**src/rtl/mprt_pkg.sv**
```systemverilog
// shared types and constants for the multichannel periodic report timer
`default_nettype none
package mprt_pkg;

   // field widths fixed by the transaction format
   localparam int unsigned NOW_W      = 32;
   localparam int unsigned IVL_W      = 30;
   localparam int unsigned ID_W       = 16;
   localparam int unsigned SEC_W      = 16;
   localparam int unsigned TICK_W     = 16;
   localparam int unsigned COUNT_W    = 5;
   localparam int unsigned REPORT_W   = 4;
   localparam int unsigned RES_CNT_W  = 5;

   // channel id that addresses every channel
   localparam logic [ID_W-1:0] ALL_ID = 16'hFFFF;

   // 100 us ticks in one second
   localparam logic [13:0] TICKS_PER_SECOND = 14'd10000;

   // most reports one poll may give
   localparam logic [RES_CNT_W-1:0] RESULT_CAP = 5'd16;

   // channel count after reset
   localparam logic [COUNT_W-1:0] COUNT_RESET = 5'd16;

   // default channel storage
   localparam int unsigned DEF_MAX_CHANNELS = 16;

   // transaction function codes
   localparam logic FUNC_SET  = 1'b0;
   localparam logic FUNC_POLL = 1'b1;

   // one stored channel timer
   typedef struct packed {
      logic [IVL_W-1:0] interval;
      logic [NOW_W-1:0] stamp;
   } timer_entry_type;

endpackage
`default_nettype wire

```
**src/rtl/mprt_timer_ram.sv**
```systemverilog
// per-channel interval and stamp memory with reset valid bits
`default_nettype none
module mprt_timer_ram #(
   parameter int unsigned DEPTH = 16,
   parameter int unsigned ADDR_W = 4
) (
   input  wire logic                     clock,
   input  wire logic                     reset,
   input  wire logic                     wr_en,
   input  wire logic [ADDR_W-1:0]        wr_addr,
   input  wire mprt_pkg::timer_entry_type wr_entry,
   input  wire logic                     rd_en,
   input  wire logic [ADDR_W-1:0]        rd_addr,
   output      mprt_pkg::timer_entry_type rd_entry
);
   import mprt_pkg::*;

   timer_entry_type mem [DEPTH];
   timer_entry_type rd_data_ff;
   logic [DEPTH-1:0] valid_ff;
   logic             rd_valid_ff;

   // memory write and registered read
   always_ff @(posedge clock) begin
      if (wr_en) begin
         mem[wr_addr] <= wr_entry;
      end
      if (rd_en) begin
         rd_data_ff <= mem[rd_addr];
      end
   end

   // one valid bit per entry, an unwritten entry reads as zero
   always_ff @(posedge clock) begin
      if (reset) begin
         valid_ff    <= '0;
         rd_valid_ff <= 1'b0;
      end else begin
         if (wr_en) begin
            valid_ff[wr_addr] <= 1'b1;
         end
         if (rd_en) begin
            rd_valid_ff <= valid_ff[rd_addr];
         end
      end
   end

   assign rd_entry = rd_valid_ff ? rd_data_ff : '0;

   // a written entry is marked valid
   a_write_marks_valid: assert property (@(posedge clock) disable iff (reset)
      wr_en |=> valid_ff[$past(wr_addr)])
      else $error("written entry not marked valid");

endmodule
`default_nettype wire

```
**src/rtl/mprt_due_unit.sv**
```systemverilog
// shared elapsed-time subtract and interval compare
`default_nettype none
module mprt_due_unit (
   input  wire logic [mprt_pkg::NOW_W-1:0] now_ticks,
   input  wire mprt_pkg::timer_entry_type  entry,
   output      logic                       due
);
   import mprt_pkg::*;

   logic [NOW_W-1:0] elapsed;

   // elapsed time wraps modulo the clock width
   always_comb begin
      elapsed = now_ticks - entry.stamp;
      due     = elapsed >= NOW_W'(entry.interval);
   end

endmodule
`default_nettype wire

```
**src/rtl/multichannel_periodic_report_timer.sv**
```systemverilog
// top level: transaction decode, channel sequencer and report output register
//
//  channel | direction | handshake              | payload
//  req     | in        | req_valid / req_ready  | func, channel, seconds, ticks
//  rsp     | out       | rsp_valid / rsp_ready  | report_channel, all_channels, last
//  csr     | in        | csr_valid / csr_ready  | channel_count
//
// a zero-second set ends in idle, other sets write one channel or sweep the n
// channels in use, a poll checks them and flushes (broadcast: channel 0 only;
// n zero: stays idle). the sequencer visits one channel per cycle unless
// stalled, through one memory read port and the shared due unit. req_ready
// is high only while the sequencer is idle. reset is synchronous and needs no
// clearing pass. a full output register stalls the sequencer when a further
// report is found and holds the flush step until the final report can leave.
`default_nettype none
module multichannel_periodic_report_timer #(
   parameter int unsigned MAX_CHANNELS = mprt_pkg::DEF_MAX_CHANNELS
) (
   input  wire logic                          clock,
   input  wire logic                          reset,
   input  wire logic                          req_valid,
   output      logic                          req_ready,
   input  wire logic                          req_func,
   input  wire logic [mprt_pkg::ID_W-1:0]     req_channel,
   input  wire logic [mprt_pkg::SEC_W-1:0]    req_seconds,
   input  wire logic [mprt_pkg::TICK_W-1:0]   req_ticks,
   output      logic                          rsp_valid,
   input  wire logic                          rsp_ready,
   output      logic [mprt_pkg::REPORT_W-1:0] rsp_report_channel,
   output      logic                          rsp_all_channels,
   output      logic                          rsp_last,
   input  wire logic                          csr_valid,
   output      logic                          csr_ready,
   input  wire logic [mprt_pkg::COUNT_W-1:0]  csr_channel_count
);
   import mprt_pkg::*;

   localparam int unsigned IDX_W = (MAX_CHANNELS > 1) ? $clog2(MAX_CHANNELS) : 1;
   localparam int unsigned CNT_W = $clog2(MAX_CHANNELS + 1);

   localparam logic [2:0] ST_IDLE    = 3'd0;
   localparam logic [2:0] ST_SWEEP   = 3'd1;
   localparam logic [2:0] ST_SET_ONE = 3'd2;
   localparam logic [2:0] ST_READ    = 3'd3;
   localparam logic [2:0] ST_CHECK   = 3'd4;
   localparam logic [2:0] ST_FLUSH   = 3'd5;

   logic [2:0]              state_ff, state_in;
   logic [COUNT_W-1:0]      count_ff;
   logic [NOW_W-1:0]        now_ff, now_in;
   logic                    bcast_ff, bcast_in;
   logic [MAX_CHANNELS-1:0] enabled_ff, enabled_in;
   logic [IVL_W-1:0]        ivl_ff, ivl_in;
   logic [CNT_W-1:0]        idx_ff, idx_in;
   logic [CNT_W-1:0]        lim_ff, lim_in;
   logic [IDX_W-1:0]        set_ch_ff, set_ch_in;
   logic [RES_CNT_W-1:0]    k_ff, k_in;
   logic                    pend_valid_ff, pend_valid_in;
   logic [IDX_W-1:0]        pend_ch_ff, pend_ch_in;
   logic                    rsp_valid_ff, rsp_valid_in;
   logic [REPORT_W-1:0]     rsp_ch_ff, rsp_ch_in;
   logic                    rsp_all_ff, rsp_all_in;
   logic                    rsp_last_ff, rsp_last_in;

   logic [CNT_W-1:0]        used;
   logic [CNT_W-1:0]        idx_nx;
   logic [IDX_W-1:0]        idx_lo;
   logic                    req_fire;
   logic                    slot_free;
   logic                    due_raw;
   logic                    due;
   logic                    stall;
   logic                    fin;
   logic                    wr_en;
   logic [IDX_W-1:0]        wr_addr;
   timer_entry_type         wr_entry;
   logic                    rd_en;
   logic [IDX_W-1:0]        rd_addr;
   timer_entry_type         rd_entry;

   assign req_ready = (state_ff == ST_IDLE);
   assign req_fire  = req_valid && req_ready;
   assign csr_ready = 1'b1;
   assign slot_free = !rsp_valid_ff || rsp_ready;
   assign idx_nx    = idx_ff + CNT_W'(1);
   assign idx_lo    = idx_ff[IDX_W-1:0];

   // channels in use, count saturated at storage depth
   assign used = (32'(count_ff) >= MAX_CHANNELS) ? CNT_W'(MAX_CHANNELS) : CNT_W'(count_ff);

   mprt_timer_ram #(
      .DEPTH  (MAX_CHANNELS),
      .ADDR_W (IDX_W)
   ) u_ram (
      .clock    (clock),
      .reset    (reset),
      .wr_en    (wr_en),
      .wr_addr  (wr_addr),
      .wr_entry (wr_entry),
      .rd_en    (rd_en),
      .rd_addr  (rd_addr),
      .rd_entry (rd_entry)
   );

   mprt_due_unit u_due (
      .now_ticks (now_ff),
      .entry     (rd_entry),
      .due       (due_raw)
   );

   // a channel counts as due only when enabled, or channel 0 in broadcast
   assign due   = (state_ff == ST_CHECK) && (bcast_ff || enabled_ff[idx_lo]) && due_raw;
   assign stall = due && pend_valid_ff && !slot_free;
   assign fin   = (idx_nx == lim_ff) || (due && (k_ff + RES_CNT_W'(1) == RESULT_CAP));

   // sequencer
   always_comb begin
      state_in      = state_ff;
      now_in        = now_ff;
      bcast_in      = bcast_ff;
      enabled_in    = enabled_ff;
      ivl_in        = ivl_ff;
      idx_in        = idx_ff;
      lim_in        = lim_ff;
      set_ch_in     = set_ch_ff;
      k_in          = k_ff;
      pend_valid_in = pend_valid_ff;
      pend_ch_in    = pend_ch_ff;
      rsp_valid_in  = rsp_valid_ff && !rsp_ready;
      rsp_ch_in     = rsp_ch_ff;
      rsp_all_in    = rsp_all_ff;
      rsp_last_in   = rsp_last_ff;
      wr_en         = 1'b0;
      wr_addr       = idx_lo;
      wr_entry      = '{interval: ivl_ff, stamp: now_ff};
      rd_en         = 1'b0;
      rd_addr       = idx_lo;

      case (state_ff)
         ST_IDLE: begin
            if (req_fire) begin
               idx_in        = '0;
               k_in          = '0;
               pend_valid_in = 1'b0;
               set_ch_in     = IDX_W'(req_channel);
               ivl_in        = IVL_W'(32'(req_seconds) * 32'(TICKS_PER_SECOND));
               if (req_func == FUNC_SET) begin
                  lim_in = used;
                  if (req_seconds == '0) begin
                     bcast_in = 1'b0;
                     if (req_channel == ALL_ID) begin
                        for (int i = 0; i < MAX_CHANNELS; i++) begin
                           if (i < 32'(used)) begin
                              enabled_in[i] = 1'b0;
                           end
                        end
                     end else if (32'(req_channel) < MAX_CHANNELS) begin
                        enabled_in[IDX_W'(req_channel)] = 1'b0;
                     end
                  end else if (req_channel == ALL_ID) begin
                     bcast_in = 1'b1;
                     if (used != '0) begin
                        state_in = ST_SWEEP;
                     end
                  end else if (32'(req_channel) < MAX_CHANNELS) begin
                     state_in = ST_SET_ONE;
                  end
               end else begin
                  now_in = now_ff + NOW_W'(req_ticks);
                  if (bcast_ff) begin
                     lim_in   = CNT_W'(1);
                     state_in = ST_READ;
                  end else begin
                     lim_in = used;
                     if (used != '0) begin
                        state_in = ST_READ;
                     end
                  end
               end
            end
         end
         ST_SWEEP: begin
            // arm channels in use one per cycle
            wr_en             = 1'b1;
            enabled_in[idx_lo] = 1'b1;
            idx_in            = idx_nx;
            if (idx_nx == lim_ff) begin
               state_in = ST_IDLE;
            end
         end
         ST_SET_ONE: begin
            wr_en                 = 1'b1;
            wr_addr               = set_ch_ff;
            enabled_in[set_ch_ff] = 1'b1;
            state_in              = ST_IDLE;
         end
         ST_READ: begin
            rd_en    = 1'b1;
            state_in = ST_CHECK;
         end
         ST_CHECK: begin
            // hold the found report back until the next one or the end
            if (!stall) begin
               if (due) begin
                  wr_en         = 1'b1;
                  wr_entry      = '{interval: rd_entry.interval, stamp: now_ff};
                  k_in          = k_ff + RES_CNT_W'(1);
                  pend_valid_in = 1'b1;
                  pend_ch_in    = idx_lo;
                  if (pend_valid_ff) begin
                     rsp_valid_in = 1'b1;
                     rsp_ch_in    = REPORT_W'(pend_ch_ff);
                     rsp_all_in   = bcast_ff;
                     rsp_last_in  = 1'b0;
                  end
               end
               if (fin) begin
                  state_in = ST_FLUSH;
               end else begin
                  idx_in  = idx_nx;
                  rd_en   = 1'b1;
                  rd_addr = idx_nx[IDX_W-1:0];
               end
            end
         end
         ST_FLUSH: begin
            if (!pend_valid_ff) begin
               state_in = ST_IDLE;
            end else if (slot_free) begin
               rsp_valid_in  = 1'b1;
               rsp_ch_in     = REPORT_W'(pend_ch_ff);
               rsp_all_in    = bcast_ff;
               rsp_last_in   = 1'b1;
               pend_valid_in = 1'b0;
               state_in      = ST_IDLE;
            end
         end
         default: begin
            state_in = ST_IDLE;
         end
      endcase
   end

   // control state
   always_ff @(posedge clock) begin
      if (reset) begin
         state_ff      <= ST_IDLE;
         count_ff      <= COUNT_RESET;
         now_ff        <= '0;
         bcast_ff      <= 1'b0;
         enabled_ff    <= '0;
         pend_valid_ff <= 1'b0;
         rsp_valid_ff  <= 1'b0;
         k_ff          <= '0;
         idx_ff        <= '0;
         lim_ff        <= '0;
      end else begin
         state_ff      <= state_in;
         now_ff        <= now_in;
         bcast_ff      <= bcast_in;
         enabled_ff    <= enabled_in;
         pend_valid_ff <= pend_valid_in;
         rsp_valid_ff  <= rsp_valid_in;
         k_ff          <= k_in;
         idx_ff        <= idx_in;
         lim_ff        <= lim_in;
         if (csr_valid && csr_ready) begin
            count_ff <= csr_channel_count;
         end
      end
   end

   // payload registers
   always_ff @(posedge clock) begin
      ivl_ff      <= ivl_in;
      set_ch_ff   <= set_ch_in;
      pend_ch_ff  <= pend_ch_in;
      rsp_ch_ff   <= rsp_ch_in;
      rsp_all_ff  <= rsp_all_in;
      rsp_last_ff <= rsp_last_in;
   end

   assign rsp_valid          = rsp_valid_ff;
   assign rsp_report_channel = rsp_ch_ff;
   assign rsp_all_channels   = rsp_all_ff;
   assign rsp_last           = rsp_last_ff;

   // an all-channels report always names channel 0
   a_all_is_zero: assert property (@(posedge clock) disable iff (reset)
      (rsp_valid_ff && rsp_all_ff) |-> (rsp_ch_ff == '0))
      else $error("broadcast report with nonzero channel");

   // report count never passes the per-poll cap
   a_cap: assert property (@(posedge clock) disable iff (reset)
      k_ff <= RESULT_CAP)
      else $error("report count past cap");

   // the clock holds while a poll scans
   a_now_holds: assert property (@(posedge clock) disable iff (reset)
      (state_ff == ST_CHECK || state_ff == ST_FLUSH) |=> $stable(now_ff))
      else $error("clock moved during scan");

   // the held report leaves as the final one of its poll
   a_flush_last: assert property (@(posedge clock) disable iff (reset)
      (state_ff == ST_FLUSH && pend_valid_ff && slot_free) |=> (rsp_valid_ff && rsp_last_ff))
      else $error("final report not flagged last");

endmodule
`default_nettype wire
```
**config.mk**
```make
export PLATFORM = sky130hd
export DESIGN_NAME = multichannel_periodic_report_timer
export DESIGN_NICKNAME = d
export VERILOG_FILES = /design/src/rtl/mprt_pkg.sv /design/src/rtl/mprt_timer_ram.sv /design/src/rtl/mprt_due_unit.sv /design/src/rtl/multichannel_periodic_report_timer.sv
export SDC_FILE = /design/constraint.sdc
export NUM_CORES = 2
export LEC_CHECK = 0
export BUFFER_PORTS_ARGS = -buffer_cell sky130_fd_sc_hd__buf_4
export CAP_MARGIN = 0
export CORE_MARGIN = 2
export CORE_UTILIZATION = 25
export DETAILED_ROUTE_END_ITERATION = 6
export GPL_TIMING_DRIVEN = 1
export SYNTH_ARGS = -nofsm -noshare
export SYNTH_HDL_FRONTEND = slang
export SYNTH_SLANG_ARGS = --single-unit
export TNS_END_PERCENT = 1
```
**constraint.sdc**
```tcl
create_clock -name clock -period 12.26 [get_ports clock]
set_clock_uncertainty 0.05 [all_clocks]
set_input_delay 2.452 -clock clock [delete_from_list [all_inputs] [get_ports clock]]
set_output_delay 2.452 -clock clock [all_outputs]
set_load 0.02 [all_outputs]
```
* Word-level counts from Yosys, hierarchy flattened
Memory sizes are Yosys's and may differ from the RTL's. A register that Yosys moved wholly into a read port is not among the register bits. Cells that the tools add are included.
Operators by class: $add $sub $neg 4, magnitude comparators 28, multiply operators 1, bitwise gates (word level) 7, muxes and demuxes 106, reduce and logical (&&, ||, !) cells 52, equal/unequal tests 41
Operators with widths (count):
- two-way mux 62 bit | 4
- AND reduction 6 bit | 17
- two-way mux 16 bit | 5
- two-way mux 1 bit | 50
- != test 3 x 2 -> 1 bit, second input constant | 16
- OR 16 bit | 3
- one-hot mux 16 bit (3 select lines) | 1
- < comparator 4 x 5 -> 1 bit, first input constant | 8
- two-way mux 5 bit | 8
- two-way mux 3 bit | 13
- two-way mux 4 bit | 9
- adder 32 x 16 -> 32 bit | 1
- greater-or-equal comparator 32 x 30 -> 1 bit | 1
- subtractor 32 bit | 1
- multiplier 16 x 10 -> 26 bit, second input constant | 1
- < comparator 4 x 5 -> 1 bit, second input constant | 5
- < comparator 3 x 5 -> 1 bit, first input constant | 4
- != test 2 bit, second input constant | 9
- bitwise AND 16 bit | 1
- demux 1 bit (select 4 bit) | 4
- == test 16 bit, second input constant | 1
- greater-or-equal comparator 4 x 1 -> 1 bit, second input constant | 4
- zero test 16 bit | 1
- < comparator 16 x 5 -> 1 bit, second input constant | 1
- 36 further kinds | 71
Storage, ports and cells: memories 1, input bits 59, memory bits (writable) 992, bits in registers 131, logic and storage cells 273, output and inout bits 9
Memories:
- u_ram.mem | depth 16, width 62, rd ports 1, clocked after Yosys merged registers in 1, wr ports 1, line mprt_timer_ram.sv:18 | timer_entry_type mem [DEPTH];

* Depth between registers and ports, before layout
word-level depth 12, mapped depth 33, depth with buffers taken out 31

* Modules after synthesis
Synthesis repeated with hierarchy kept, for this count alone.
Unflattened totals: cells, all modules 3026, area total of the unflattened synthesis 52255.1 um2
By module, submodules not included:
- mprt_timer_ram | area each 40223.6 um2, sequential area each 31990.7 um2, cells each 1594, times used 1
- multichannel_periodic_report_timer | area each 9611.7 um2, sequential area each 2682.6 um2, cells each 1083, times used 1
- mprt_due_unit | area each 2419.8 um2, sequential area each 0.0 um2, cells each 349, times used 1

* Worst setup path before layout
No wires, ideal clock.
kind register -> register, start point reg u_ram.rd_valid_ff, end point mem u_ram.mem[0][0] (netlist bit), enable pin, arrival time 8159 ps, path buffers 3, stages on the path, launching flop included 32, library setup time 482 ps, path slack 3569 ps, clock period less this slack 8691 ps, required time 11728 ps, cell sequence dfxtp_1 -> clkbuf_1 -> clkbuf_1 -> buf_1 -> nand2_1 -> fa_1 -> a211oi_1 -> o21bai_1 -> a31o_1 -> o211a_1 -> nor2_1 -> nor2_1 -> nand2_1 -> nand2_1 -> a21oi_1 -> o21bai_1 -> a21oi_1 -> xnor2_1 -> ha_1 -> o211ai_1 -> nor3_1 -> a22oi_1 -> a2111oi_0 -> a22oi_1 -> or4b_4 -> a211oi_4 -> nor2_1 -> nand2_1 -> clkinv_1 -> o21ai_0 -> or2_2 -> nor2_1
Between the ends: cells in the longest elaborated chain, start to end 10, elaborated cells between the ends (all ways) 11, classes of those cells add/sub (1); order compare (1); mux (6); reduce/logical (3)
Ends and longest elaborated chain:
- start, declared | line mprt_timer_ram.sv:21 | logic rd_valid_ff;
- start signal, assigned | line mprt_timer_ram.sv:43 | rd_valid_ff <= valid_ff[rd_addr];
- two-way mux 62 bit (*) | line mprt_timer_ram.sv:48 | assign rd_entry = rd_valid_ff ? rd_data_ff : '0;
- subtractor 32 bit | line mprt_due_unit.sv:14 | elapsed = now_ticks - entry.stamp;
- greater-or-equal comparator 32 x 30 -> 1 bit (*) | line mprt_due_unit.sv:15 | due = elapsed >= NOW_W'(entry.interval);
- logical AND 1 bit (*) | line multichannel_periodic_report_timer.sv:112 | assign due = (state_ff == ST_CHECK) && (bcast_ff || enabled_ff[idx_lo]) && due_raw;
- logical AND 1 bit (2 in a row) | line multichannel_periodic_report_timer.sv:113 | assign stall = due && pend_valid_ff && !slot_free;
- two-way mux 1 bit (*) | line multichannel_periodic_report_timer.sv:203 | if (!stall) begin
- one-hot mux 1 bit (2 select lines) (*) | line multichannel_periodic_report_timer.sv:139 | case (state_ff)
- two-way mux 1 bit (*) | line mprt_timer_ram.sv:25 | if (wr_en) begin
- two-way mux 1 bit (not written as such) (*) | line mprt_timer_ram.sv:26 | mem[wr_addr] <= wr_entry;
- end, declared | line mprt_timer_ram.sv:18
Every way passes the cells marked *; elsewhere a longest branch is shown, timed or not.

* Final worst setup path
start point reg u_ram.rd_valid_ff, end point mem u_ram.mem[6][26] (netlist bit), enable pin
Same word-level chain as after synthesis.

==> results.ini <==
[global_route]
groute.usage.overall=0.115
first_global_vias=28500
grt-ovfl-total=0
grt_pass1_wl_um=184000
antenna_found_initial=4
grt_max_degree=132

[route]
first_iter_violations=2480
drc_errors=0
via_per_inst=4.65
wl_per_cell_um=20.2
dr.pass1.iters=5
vias=28300
ant_nets=0
wirelength_um=123000

[place]
port_buffers=66
dpl-instance-area_um2=55600
dpl.hpwl_um=73400
gp_congestion=0.803
dp.cells=5866

[die]
die_y_um=458
start_util=0.252
rows=166
dieArea_um2=210000
io_pins=68
coreArea_um2=205000
fp.dieW_um=458

[pwr]
power_density_nw_per_um2=163
finalPower_mw=9.68
p_leak_nw=19.1
vdd_drop_max_uv=119

[clocking]
cts-hold-fix-buffers=0
cts_sinks=1185
cts_made_buffers=116
htree_levels=3
path_clk_slew_ns=0.06
clock_latency_ns=0.74
clock_path_buffers=3
cts_tree=done
post_cts_resized=0
post_cts_buffers=0
cts-root-buf=clkbuf_16

[run_status]
status=complete, no violations

[logic_synthesis]
synth_top_area_share=0.637
ys_seq_area_frac=0.673
synth-edff-count=1094
ys_async_sr_fraction=0
ys.warnings.count=0
syn_nets=3427
synth_area_per_cell_um2=16.3
yosys_most_used_dff=edfxtp_1
synthTopCellsByArea=edfxtp_1 (64%), mux4_2 (11%), ha_1 (3.9%)
netlist_instances=3170
synth_cell_type_count=77
synth_largest_area_cell=edfxtp_1
ys_ff_latch=1185
netlist_area_um2=51500

[worst_setup_path]
cp_slowest_stage_delay_ns=0.77
cp_data_required_time_ns=12.61
critical_path_class=flop to flop
end_kind=flop
crit_slowest_cell=dfxtp_2
cp_max_fo=57
startpoint_type=flop
cp_common_cell=o21ai_0
crit_arrival_ns=9.79

[sta]
timing.fmax_ghz=0.106
rsz0062_at_grt=no
relSlewSlack=0.158
min_period_ns=9.44
post-route-period-util=0.770
finalHoldViolations=0
slew_viol_final=0
worst_pin_slew_ns=1.26
setup_violations=0
tns_ns=0

[layout]
final_cell_mix=edfxtp_1 (1094), mux4_2 (253), nand2_1 (248)
fin_area_um2=59400
drive_above_1_share=0.186
area_delta_synth_final_pct=15.3
fillers=20300
final_common_cell=edfxtp_1
stdcell_count=6084
layout.nets=3553
fin_util=0.290

[run]
drv_cap=0

[min_path]
hold_class=flop to flop

critical path: cells and delay by family, from the launching register on:
family                   cells  cell delay (ns)
AO/OA/AOI/OAI               16             3.75
adder cells (fa/ha/maj)      3             0.85
AND/OR/NAND/NOR              8             1.87
buffers and inverters        4             1.58
XOR/XNOR                     1             0.15
flip-flops                   1             0.77
cells by family (layout without fill, tap and decap cells):
| kind of cell | count (synthesis) | after routing | share of synthesized area |
|---|---|---|---|
| buffers and inverters | 278 | 502 | 0.0227 |
| AND/OR/NAND/NOR | 624 | 624 | 0.0547 |
| AO/OA/AOI/OAI | 542 | 542 | 0.0690 |
| other | 1 | 3 | 0.0000728 |
| XOR/XNOR | 59 | 59 | 0.0104 |
| flip-flops | 1185 | 1185 | 0.673 |
| adder cells (fa/ha/maj) | 198 | 198 | 0.0535 |
| multiplexers | 283 | 283 | 0.117 |
stage by stage:
| stage | hold slack [ns] | setup slack (ns) |
|---|---|---|
| floorplan | 0.350 | 3.57 |
| global placement | 0.357 | 2.84 |
| detailed placement | 0.355 | 2.98 |
| CTS | 0.369 | 2.92 |
| global route | 0.375 | 2.18 |
| finish | 0.368 | 2.82 |
flip-flops by register name, indices dropped and copies added, names as in the netlist:
name,flops
bcast_ff,1
count_ff,5
enabled_ff,16
idx_ff,5
ivl_ff,26
k_ff,5
lim_ff,5
now_ff,32
pend_ch_ff,4
pend_valid_ff,1
rsp_all_channels,1
rsp_last,1
rsp_report_channel,4
rsp_valid,1
set_ch_ff,4
state_ff,3
u_ram.mem,992
u_ram.rd_data_ff,62
u_ram.rd_valid_ff,1
u_ram.valid_ff,16
layout make-up:
class                   instances  area, um2  area share
well taps                    2688       3360      0.0566
diodes                          2       5.00   0.0000842
inverters                     137        514     0.00865
clock inverters                73        747      0.0126
flip-flops and latches       1185      34700       0.583
repair buffers                149       1180      0.0199
clock buffers                 143       3070      0.0517
multi-input cells            1707      15900       0.267
path summary, 6_finish.rpt:
| kind | startpoint | to | slack, ns | cells past startpoint |
|---|---|---|---|---|
| worst max-delay path | u_ram.rd_valid_ff | u_ram.mem[6][26] | 2.82 | 32 |
| worst min-delay path | pend_ch_ff[1] | rsp_report_channel[1] | 0.37 | 0 |
| worst max register to register | u_ram.rd_valid_ff | u_ram.mem[6][26] | 2.82 | 32 |
| worst min register to register | pend_ch_ff[1] | rsp_report_channel[1] | 0.37 | 0 |
synthesized netlist by cell type, drive strengths merged, types with 18 or more instances:
master  instances
fa             37
o21ai         105
ha            161
nand4          20
nand3          36
nor2b          35
a22oi         128
xor2           18
edfxtp       1094
dfxtp          91
xnor2          41
a21oi         135
mux4          253
nor3           41
a31oi          19
nor2          159
a21o           24
inv           136
clkbuf         79
buf            62
nand2         249
where the power goes:
part / switching, mW / leakage (nW) / internal (mW)
Clock: 1.54 / 1.87 / 2.04
Combinational: 0.844 / 6.98 / 0.549
Sequential: 0.0409 / 10.3 / 4.67
Total: 2.42 / 19.1 / 7.26
per-layer routing:
layer  wire length [um]  part of all wire  global-route usage  up-vias
met5                 13           0.00011                   0        -
met4               2710             0.022              0.0317        2
met3               6710             0.055              0.0191      154
met2              60000              0.49               0.193      768
met1              53500              0.44               0.154    14600
li1                   -                 -                   -    12700
Note: power is estimated with default switching activity, not from simulation.
